File: src/sv/bfba_pkg.sv
// Shared types and constants of the best-fit block allocator.
package bfba_pkg;

	// Field and register types
	typedef logic [0:0]  cmd_code_t;
	typedef logic [3:0]  idx_t;
	typedef logic [15:0] amt_t;
	typedef logic [15:0] limit_t;
	typedef logic [4:0]  count_t;
	typedef logic [0:0]  cfg_idx_t;
	typedef logic [15:0] cfg_data_t;

	// Input command codes
	localparam cmd_code_t CMD_LOAD  = 1'b0;
	localparam cmd_code_t CMD_ALLOC = 1'b1;

	// Configuration register indexes
	localparam cfg_idx_t REG_LEFTOVER_LIMIT = 1'b0;
	localparam cfg_idx_t REG_BLOCKS_IN_USE  = 1'b1;

	// Register reset values
	localparam limit_t LIMIT_RESET  = 16'd10000;
	localparam count_t BLOCKS_RESET = 5'd16;

	// Controller to datapath commands
	typedef struct packed {
		logic start;    // latch an allocate transaction, clear the best candidate
		logic load_wr;  // write a loaded capacity into the table
		logic rd_en;    // read the entry at the scan pointer and advance
		logic wb;       // charge the chosen block and load the result register
	} ctrl_cmd_t;

	// Datapath to controller status
	typedef struct packed {
		logic is_alloc;  // incoming transaction is an allocate
		logic empty;     // no block to scan
		logic last;      // scan pointer is at the final entry
		logic out_free;  // result register can take a new result
	} dp_status_t;

endpackage

File: src/sv/best_fit_block_allocator.sv
// Top level of the best-fit block allocator: controller plus datapath.
//
// Input channel (in_valid/in_ready) carries command, block_index and amount.
// A load transaction writes one block's capacity in its acceptance cycle and
// gives no result; a block_index beyond the table is dropped.
// An allocate transaction scans blocks 0 .. blocks_in_use-1, one table entry
// per cycle through the single read port of the capacity memory, then charges
// the best-fitting block and posts one result on the output channel
// (out_valid/out_ready: granted, chosen_block, leftover).
// An allocate reads N entries, N being blocks_in_use clamped to the table
// depth, then compares the last entry read and charges the chosen block;
// the charge loads the result register that drives out_valid, and the input
// is ready again once the charge is done. When N is 0 the allocate skips the
// reads and the compare and goes straight to its charge step.
// A stalled receiver holds the result in the output register; a following
// load or allocate is still accepted, and an allocate waits in its charge
// step until the register frees.
// Configuration (cfg_write/cfg_index/cfg_data) must be written while idle; the block does not enforce it.
// Reset clears all capacities to zero at once through per-entry valid bits,
// sets leftover_limit to 10000 and blocks_in_use to 16.
module best_fit_block_allocator #(
	parameter int NUM_BLOCKS = 16,
	parameter int SIZE_BITS  = 16
) (
	input  logic                clk,
	input  logic                arst_n,
	input  logic                cfg_write,
	input  bfba_pkg::cfg_idx_t  cfg_index,
	input  bfba_pkg::cfg_data_t cfg_data,
	input  logic                in_valid,
	output logic                in_ready,
	input  bfba_pkg::cmd_code_t command,
	input  bfba_pkg::idx_t      block_index,
	input  bfba_pkg::amt_t      amount,
	output logic                out_valid,
	input  logic                out_ready,
	output logic                granted,
	output bfba_pkg::idx_t      chosen_block,
	output bfba_pkg::amt_t      leftover
);

	bfba_pkg::ctrl_cmd_t  cmd;
	bfba_pkg::dp_status_t status;

	bfba_ctrl u_ctrl (
		.clk      (clk),
		.arst_n   (arst_n),
		.in_valid (in_valid),
		.in_ready (in_ready),
		.status   (status),
		.cmd      (cmd)
	);

	bfba_datapath #(
		.NUM_BLOCKS (NUM_BLOCKS),
		.SIZE_BITS  (SIZE_BITS)
	) u_datapath (
		.clk          (clk),
		.arst_n       (arst_n),
		.cfg_write    (cfg_write),
		.cfg_index    (cfg_index),
		.cfg_data     (cfg_data),
		.command      (command),
		.block_index  (block_index),
		.amount       (amount),
		.cmd          (cmd),
		.status       (status),
		.out_valid    (out_valid),
		.out_ready    (out_ready),
		.granted      (granted),
		.chosen_block (chosen_block),
		.leftover     (leftover)
	);

endmodule

File: src/sv/bfba_datapath.sv
// Datapath: configuration registers, capacity table, best-fit compare and result register.
module bfba_datapath #(
	parameter int NUM_BLOCKS = 16,
	parameter int SIZE_BITS  = 16
) (
	input  logic                 clk,
	input  logic                 arst_n,
	input  logic                 cfg_write,
	input  bfba_pkg::cfg_idx_t   cfg_index,
	input  bfba_pkg::cfg_data_t  cfg_data,
	input  bfba_pkg::cmd_code_t  command,
	input  bfba_pkg::idx_t       block_index,
	input  bfba_pkg::amt_t       amount,
	input  bfba_pkg::ctrl_cmd_t  cmd,
	output bfba_pkg::dp_status_t status,
	output logic                 out_valid,
	input  logic                 out_ready,
	output logic                 granted,
	output bfba_pkg::idx_t       chosen_block,
	output bfba_pkg::amt_t       leftover
);

	localparam int AW = (NUM_BLOCKS > 1) ? $clog2(NUM_BLOCKS) : 1;
	localparam int CW = $clog2(NUM_BLOCKS + 1);
	localparam int LW = (SIZE_BITS > $bits(bfba_pkg::limit_t)) ?
		SIZE_BITS : $bits(bfba_pkg::limit_t);

	bfba_pkg::limit_t        limit_q;
	bfba_pkg::count_t        blocks_q;
	logic [CW-1:0]           count_sat;
	logic [CW-1:0]           count_q;
	logic [AW-1:0]           ptr_q;
	logic [CW:0]             ptr_next_w;
	logic [SIZE_BITS-1:0]    amt_q;
	logic                    in_range;

	logic [SIZE_BITS-1:0]    mem [NUM_BLOCKS];
	logic [NUM_BLOCKS-1:0]   valid_q;
	logic                    wr_en;
	logic [AW-1:0]           wr_addr;
	logic [SIZE_BITS-1:0]    wr_data;

	logic [SIZE_BITS-1:0]    rd_data_s1;
	logic                    rd_vld_s1;
	logic                    scan_s1;
	logic [AW-1:0]           idx_s1;

	logic [SIZE_BITS-1:0]    cap_w;
	logic [SIZE_BITS-1:0]    left_w;
	logic                    take;
	logic                    found_q;
	logic [AW-1:0]           best_idx_q;
	logic [SIZE_BITS-1:0]    best_left_q;

	logic                    out_valid_q;
	logic                    granted_q;
	bfba_pkg::idx_t          chosen_q;
	bfba_pkg::amt_t          leftover_q;

	// Configuration registers
	always_ff @(posedge clk or negedge arst_n) begin
		if (!arst_n) begin
			limit_q  <= bfba_pkg::LIMIT_RESET;
			blocks_q <= bfba_pkg::BLOCKS_RESET;
		end else if (cfg_write) begin
			case (cfg_index)
				bfba_pkg::REG_LEFTOVER_LIMIT: limit_q  <= cfg_data;
				bfba_pkg::REG_BLOCKS_IN_USE:  blocks_q <= cfg_data[$bits(bfba_pkg::count_t)-1:0];
				default: ;
			endcase
		end
	end

	// Clamp the block count to the table depth
	assign count_sat = (int'(blocks_q) > NUM_BLOCKS) ? CW'(NUM_BLOCKS) : CW'(blocks_q);
	assign in_range  = int'(block_index) < NUM_BLOCKS;

	// Latch request size and scan length, reset the scan pointer
	always_ff @(posedge clk) begin
		if (cmd.start) begin
			amt_q   <= SIZE_BITS'(amount);
			count_q <= count_sat;
		end
	end

	always_ff @(posedge clk or negedge arst_n) begin
		if (!arst_n) begin
			ptr_q <= '0;
		end else if (cmd.start) begin
			ptr_q <= '0;
		end else if (cmd.rd_en) begin
			ptr_q <= ptr_q + AW'(1);
		end
	end

	assign ptr_next_w = (CW+1)'(ptr_q) + (CW+1)'(1);

	// Table write: a load or the charge of the chosen block
	assign wr_en   = (cmd.load_wr && in_range) || (cmd.wb && found_q);
	assign wr_addr = cmd.wb ? best_idx_q : AW'(block_index);
	assign wr_data = cmd.wb ? best_left_q : SIZE_BITS'(amount);

	always_ff @(posedge clk) begin
		if (wr_en) begin
			mem[wr_addr] <= wr_data;
		end
		if (cmd.rd_en) begin
			rd_data_s1 <= mem[ptr_q];
		end
	end

	// Entries never written read as zero
	always_ff @(posedge clk or negedge arst_n) begin
		if (!arst_n) begin
			valid_q <= '0;
		end else if (wr_en) begin
			valid_q[wr_addr] <= 1'b1;
		end
	end

	always_ff @(posedge clk) begin
		rd_vld_s1 <= valid_q[ptr_q];
		idx_s1    <= ptr_q;
	end

	always_ff @(posedge clk or negedge arst_n) begin
		if (!arst_n) begin
			scan_s1 <= 1'b0;
		end else begin
			scan_s1 <= cmd.rd_en;
		end
	end

	// Compare the entry read last cycle against the best candidate
	assign cap_w  = rd_vld_s1 ? rd_data_s1 : '0;
	assign left_w = cap_w - amt_q;
	assign take   = scan_s1 && (cap_w >= amt_q) && (LW'(left_w) < LW'(limit_q))
		&& (!found_q || (left_w < best_left_q));

	always_ff @(posedge clk or negedge arst_n) begin
		if (!arst_n) begin
			found_q <= 1'b0;
		end else if (cmd.start) begin
			found_q <= 1'b0;
		end else if (take) begin
			found_q <= 1'b1;
		end
	end

	always_ff @(posedge clk) begin
		if (take) begin
			best_idx_q  <= idx_s1;
			best_left_q <= left_w;
		end
	end

	// Result register: hold until the transaction is taken
	always_ff @(posedge clk or negedge arst_n) begin
		if (!arst_n) begin
			out_valid_q <= 1'b0;
		end else if (cmd.wb) begin
			out_valid_q <= 1'b1;
		end else if (out_ready) begin
			out_valid_q <= 1'b0;
		end
	end

	always_ff @(posedge clk) begin
		if (cmd.wb) begin
			granted_q  <= found_q;
			chosen_q   <= found_q ? bfba_pkg::idx_t'(best_idx_q) : '0;
			leftover_q <= found_q ? bfba_pkg::amt_t'(best_left_q) : '0;
		end
	end

	assign out_valid    = out_valid_q;
	assign granted      = granted_q;
	assign chosen_block = chosen_q;
	assign leftover     = leftover_q;

	// Status to the controller
	assign status.is_alloc = (command == bfba_pkg::CMD_ALLOC);
	assign status.empty    = (count_sat == '0);
	assign status.last     = (ptr_next_w == (CW+1)'(count_q));
	assign status.out_free = !out_valid_q || out_ready;

`ifndef SYNTHESIS
	a_scan_in_range: assert property (@(posedge clk) disable iff (!arst_n)
		cmd.rd_en |-> ((CW+1)'(ptr_q) < (CW+1)'(count_q)))
		else $error("scan read beyond latched block count");

	a_wb_gives_result: assert property (@(posedge clk) disable iff (!arst_n)
		cmd.wb |=> out_valid_q)
		else $error("charge cycle did not load the result register");

	a_start_clears: assert property (@(posedge clk) disable iff (!arst_n)
		cmd.start |=> (!found_q && (ptr_q == '0)))
		else $error("new allocate did not clear the search");
`endif

endmodule

File: src/sv/bfba_ctrl.sv
// Controller: sequences load, scan, compare and charge of each transaction.
module bfba_ctrl (
	input  logic                 clk,
	input  logic                 arst_n,
	input  logic                 in_valid,
	output logic                 in_ready,
	input  bfba_pkg::dp_status_t status,
	output bfba_pkg::ctrl_cmd_t  cmd
);

	typedef enum logic [3:0] {
		S_IDLE = 4'b0001,
		S_SCAN = 4'b0010,
		S_EVAL = 4'b0100,
		S_DONE = 4'b1000
	} state_t;

	state_t state_q;
	state_t state_d;

	assign in_ready = (state_q == S_IDLE);

	// Next state and commands
	always_comb begin
		state_d = state_q;
		cmd     = '0;
		case (state_q)
			S_IDLE: begin
				if (in_valid) begin
					if (status.is_alloc) begin
						cmd.start = 1'b1;
						state_d   = status.empty ? S_DONE : S_SCAN;
					end else begin
						cmd.load_wr = 1'b1;
					end
				end
			end
			S_SCAN: begin
				cmd.rd_en = 1'b1;
				if (status.last) begin
					state_d = S_EVAL;
				end
			end
			S_EVAL: begin
				state_d = S_DONE;
			end
			S_DONE: begin
				if (status.out_free) begin
					cmd.wb  = 1'b1;
					state_d = S_IDLE;
				end
			end
			default: begin
				state_d = S_IDLE;
			end
		endcase
	end

	always_ff @(posedge clk or negedge arst_n) begin
		if (!arst_n) begin
			state_q <= S_IDLE;
		end else begin
			state_q <= state_d;
		end
	end

`ifndef SYNTHESIS
	a_hold_done: assert property (@(posedge clk) disable iff (!arst_n)
		(state_q == S_DONE && !status.out_free) |=> (state_q == S_DONE))
		else $error("left the charge state while the result register was full");
`endif

endmodule
File: config.mk
export PLATFORM = sky130hd
export DESIGN_NAME = best_fit_block_allocator
export DESIGN_NICKNAME = d
export VERILOG_FILES = /design/src/sv/bfba_pkg.sv /design/src/sv/best_fit_block_allocator.sv /design/src/sv/bfba_datapath.sv /design/src/sv/bfba_ctrl.sv
export SDC_FILE = /design/constraint.sdc
export NUM_CORES = 1
export LEC_CHECK = 0
export ABC_AREA = 1
export BUFFER_PORTS_ARGS = -buffer_cell sky130_fd_sc_hd__buf_2
export CORE_ASPECT_RATIO = 1.2
export CORE_MARGIN = 2
export CORE_UTILIZATION = 40
export CTS_CLUSTER_SIZE = 8
export DETAILED_ROUTE_END_ITERATION = 10
export GPL_TIMING_DRIVEN = 1
export PLACE_DENSITY_LB_ADDON = 0.1
export REMOVE_ABC_BUFFERS = 1
export SLEW_MARGIN = 20
export SYNTH_ARGS = -nofsm -noshare
export SYNTH_HDL_FRONTEND = slang
export SYNTH_SLANG_ARGS = --single-unit
File: constraint.sdc
create_clock -name clk -period 9.1 [get_ports clk]
set_clock_uncertainty 0.2 [all_clocks]
set_input_delay 1.82 -clock clk [delete_from_list [all_inputs] [get_ports clk]]
set_output_delay 1.82 -clock clk [all_outputs]
set_load 0.03 [all_outputs]
==> results.py <==
metrics = {
    "run_status": {
        "status": "finished, final reports clean",
    },
    "yosys": {
        "synth_async_sr_flop_share": 0.1240,
        "synthCells": 1542,
        "synth_top_area_share": 0.5901,
        "ys_seq_elements": 387,
        "synth_flop_cell": "edfxtp_1",
        "syn-cell-area_um2": 17000,
        "ys_types": 46,
        "synth_edf_count": 334,
        "synth_top_cell_by_area": "edfxtp_1",
        "avgSynthCellArea_um2": 11.02,
        "ys_seq_area_frac": 0.6672,
        "synth.area.top_cells": "edfxtp_1 59%, nand2_1 6.2%, dfrtp_1 6.0%",
        "yosysWarnings": 0,
    },
    "floorplan": {
        "pin_count": 66,
        "die_w_um": 192.2,
        "core_area_um2": 41860,
        "rows": 82,
        "die_h_um": 229.8,
        "die-area_um2": 44160,
        "initial_core_util": 0.4060,
    },
    "placed_design": {
        "gp_congestion": 0.8522,
        "placed_area_um2": 17940,
        "port_buffers": 65,
        "dp_hpwl_um": 29840,
        "dp_slack_ps": 4342,
    },
    "clock_tree": {
        "htreeDepth": 2,
        "cts_hold_buf": 0,
        "ctsRootBufferMaster": "clkbuf_16",
        "numCtsBuffers": 54,
        "cts-resized-gates": 0,
        "cts.path.max_buffers": 3,
        "post_cts_buffers": 0,
        "clock_latency_ps": 600,
        "clk_pin_slew_ps": 50,
        "clock-sinks": 387,
        "cts_tree": "built",
    },
    "timing": {
        "slew_headroom": 0.2725,
        "final.setup.tns_ps": 0,
        "setup_violations": 0,
        "final_max_slew_viol_count": 0,
        "period_needed_ps": 4692,
        "hold-worst-slack_ps": 202.1,
        "finalHoldViolations": 0,
        "fin_ws_ps": 4408,
        "worst_pin_slew_ps": 1085,
        "post-route-period-util": 0.5156,
        "rsz0062_at_grt": "false",
        "fmax_ghz": 0.2131,
    },
    "worst_hold_path": {
        "hold_end": "u_datapath.best_idx_q[1]$_DFFE_PP_",
        "worstHoldStart": "u_datapath.idx_s1[1]$_DFF_P_",
        "hp-class": "reg -> reg",
        "whs_path_depth": 0,
    },
    "worst_setup_path": {
        "end_kind": "flop",
        "critPathKind": "reg -> reg",
        "r2r_cells": 20,
        "r2r-start": "u_datapath.rd_vld_s1$_DFF_P_",
        "crit_required_ps": 9090,
        "startpoint_type": "flop",
        "reg2reg_slack_ps": 4410,
        "r2r_end": "u_datapath.best_left_q[3]$_DFFE_PP_",
        "critPathArrivalTime_ps": 4690,
        "critPathMaxFanout": 20,
    },
    "drt": {
        "wl_per_cell_um": 20.78,
        "num_vias": 11320,
        "vias_per_cell": 5.119,
        "dr.pass1.iters": 5,
        "drt-initial-drc-count": 915,
        "wl_um": 45960,
        "ant_nets": 0,
        "drc": 0,
    },
    "pwr": {
        "power_density_nw_per_um2": 290.6,
        "p_leak_nw": 7.845,
        "peakVddDrop_mv": 0.1761,
    },
    "cells_and_area": {
        "final_layout_size_suffix_gt1_frac": 0.1206,
        "syn_to_final_growth_pct": 15.02,
        "final_util": 0.4670,
        "mostFrequentLayoutCell": "edfxtp_1",
        "mostFrequentLayoutCells": "334 x edfxtp_1, 279 x nand2_1, 182 x nor2_1",
        "fill_cells": 3886,
        "antenna_cells": 0,
        "final_area_um2": 19550,
        "final_nets": 1712,
    },
    "global_routing": {
        "overflow": 0,
        "grt_pass1_wl_um": 69300,
        "grtUsageTotal": 0.2113,
        "antenna_found_initial": 0,
        "grt_start_max_net_pins": 91,
        "first_global_vias": 11140,
    },
    "flow_run": {
        "cap_violations": 0,
    },
}
metrics by stage:
stage                     std cells  power, mW
after floorplan                1477      3.230
after global placement         2110      3.823
after detailed placement       2110      3.830
after CTS                      2212      5.738
after global routing           2212      6.001
final                          2212      5.681
logic make-up after synthesis:
| kind of cell | count (synthesis) | synth area share |
|---|---|---|
| AO/OA/AOI/OAI | 307 | 0.1037 |
| flip-flops | 387 | 0.6672 |
| AND/OR/NAND/NOR | 550 | 0.1316 |
| XOR/XNOR | 12 | 0.006184 |
| adder cells (fa/ha/maj) | 49 | 0.03652 |
| buffers and inverters | 237 | 0.05477 |
synthesized netlist by cell type, types with 2 or more instances:
cell type  number
dfstp_2         7
xor2_1          8
xnor2_1         4
o22ai_1        29
clkinv_1        3
edfxtp_1      334
o2111ai_1       8
o21ai_4         3
o31ai_1        16
a31oi_1         2
nand2_2         3
nand4_1         7
inv_2           3
o21ai_2         4
ha_1           48
nand3_1        45
clkbuf_1       44
o21ai_0       144
inv_1         165
nor3_1          3
o21bai_1        8
buf_4           3
o211ai_1        8
o21ai_1        13
o21a_1          2
dfxtp_1         5
dfrtp_1        41
nor2_2          4
a21oi_1        65
o21bai_2        3
nand2_1       279
nor3_2          2
nand3_4         3
buf_2          16
nor2_1        199
state kept, by name, summed over array words and instances (netlist names), 5 cells and up:
register and count:
u_datapath.amt_q 16, u_datapath.best_left_q 16, u_datapath.limit_q 16, u_datapath.mem 256, u_datapath.valid_q 16, u_datapath.leftover 16, u_datapath.blocks_q 5, u_datapath.count_q 5
u_datapath.rd_data_s1 16
worst max-delay path by stage:
stage | start | to | slack (ps) | cells past startpoint
floorplan | u_datapath.ptr_q[0]$_DFFE_PN0P_ | u_ctrl.state_q[3]$_DFFE_PN0P_ | 2680 | 9
global placement | u_datapath.rd_vld_s1$_DFF_P_ | u_datapath.best_left_q[0]$_DFFE_PP_ | 4370 | 19
global route | u_datapath.rd_vld_s1$_DFF_P_ | u_datapath.best_left_q[3]$_DFFE_PP_ | 3890 | 20
finish | u_datapath.rd_vld_s1$_DFF_P_ | u_datapath.best_left_q[3]$_DFFE_PP_ | 4410 | 20
detailed placement | u_datapath.rd_vld_s1$_DFF_P_ | u_datapath.best_left_q[1]$_DFFE_PP_ | 4340 | 19
CTS | u_datapath.rd_vld_s1$_DFF_P_ | u_datapath.best_left_q[6]$_DFFE_PP_ | 4340 | 20
per-layer routing:
metal | track usage | part of all wire | vias up
li1 | - | - | 5449
met1 | 0.2874 | 0.44 | 5514
met2 | 0.3498 | 0.48 | 300
met3 | 0.03144 | 0.054 | 60
met4 | 0.06322 | 0.024 | 0
met5 | 0 | 0 | -
power breakdown:
group	internal, mW	switching (mW)	total [mW]	leakage [nW]
clock network	1.15	0.754	1.90	0.757
registers	2.13	0.105	2.23	3.61
logic	0.455	1.09	1.55	3.48
critical path: stages (launching register included):
cell and delay, ps:
dfxtp_1 630, nand2_1 110, ha_1 240, fa_1 410
o21ai_0 440, nand2_1 100, nand3_1 160, nand4_1 130
nand2_1 80, nand2_1 50, nand2_1 110, ha_1 240
nand2_1 90, inv_1 60, nand2_1 50, nand2_1 50
nor2_1 80, nand2_1 60, nor2_1 80, nand3_1 110
nor2_2 820
layout make-up:
type / instances / area [µm²] / area share
repair buffers: 87 / 490.5 / 0.02509
flip-flops and latches: 387 / 11340 / 0.5804
clock buffers: 98 / 1516 / 0.07758
multi-input cells: 918 / 4773 / 0.2442
clock inverters: 4 / 88.84 / 0.004545
inverters: 172 / 650.6 / 0.03328
well taps: 546 / 683.2 / 0.03495
Note: power is estimated with default switching activity, not from simulation.
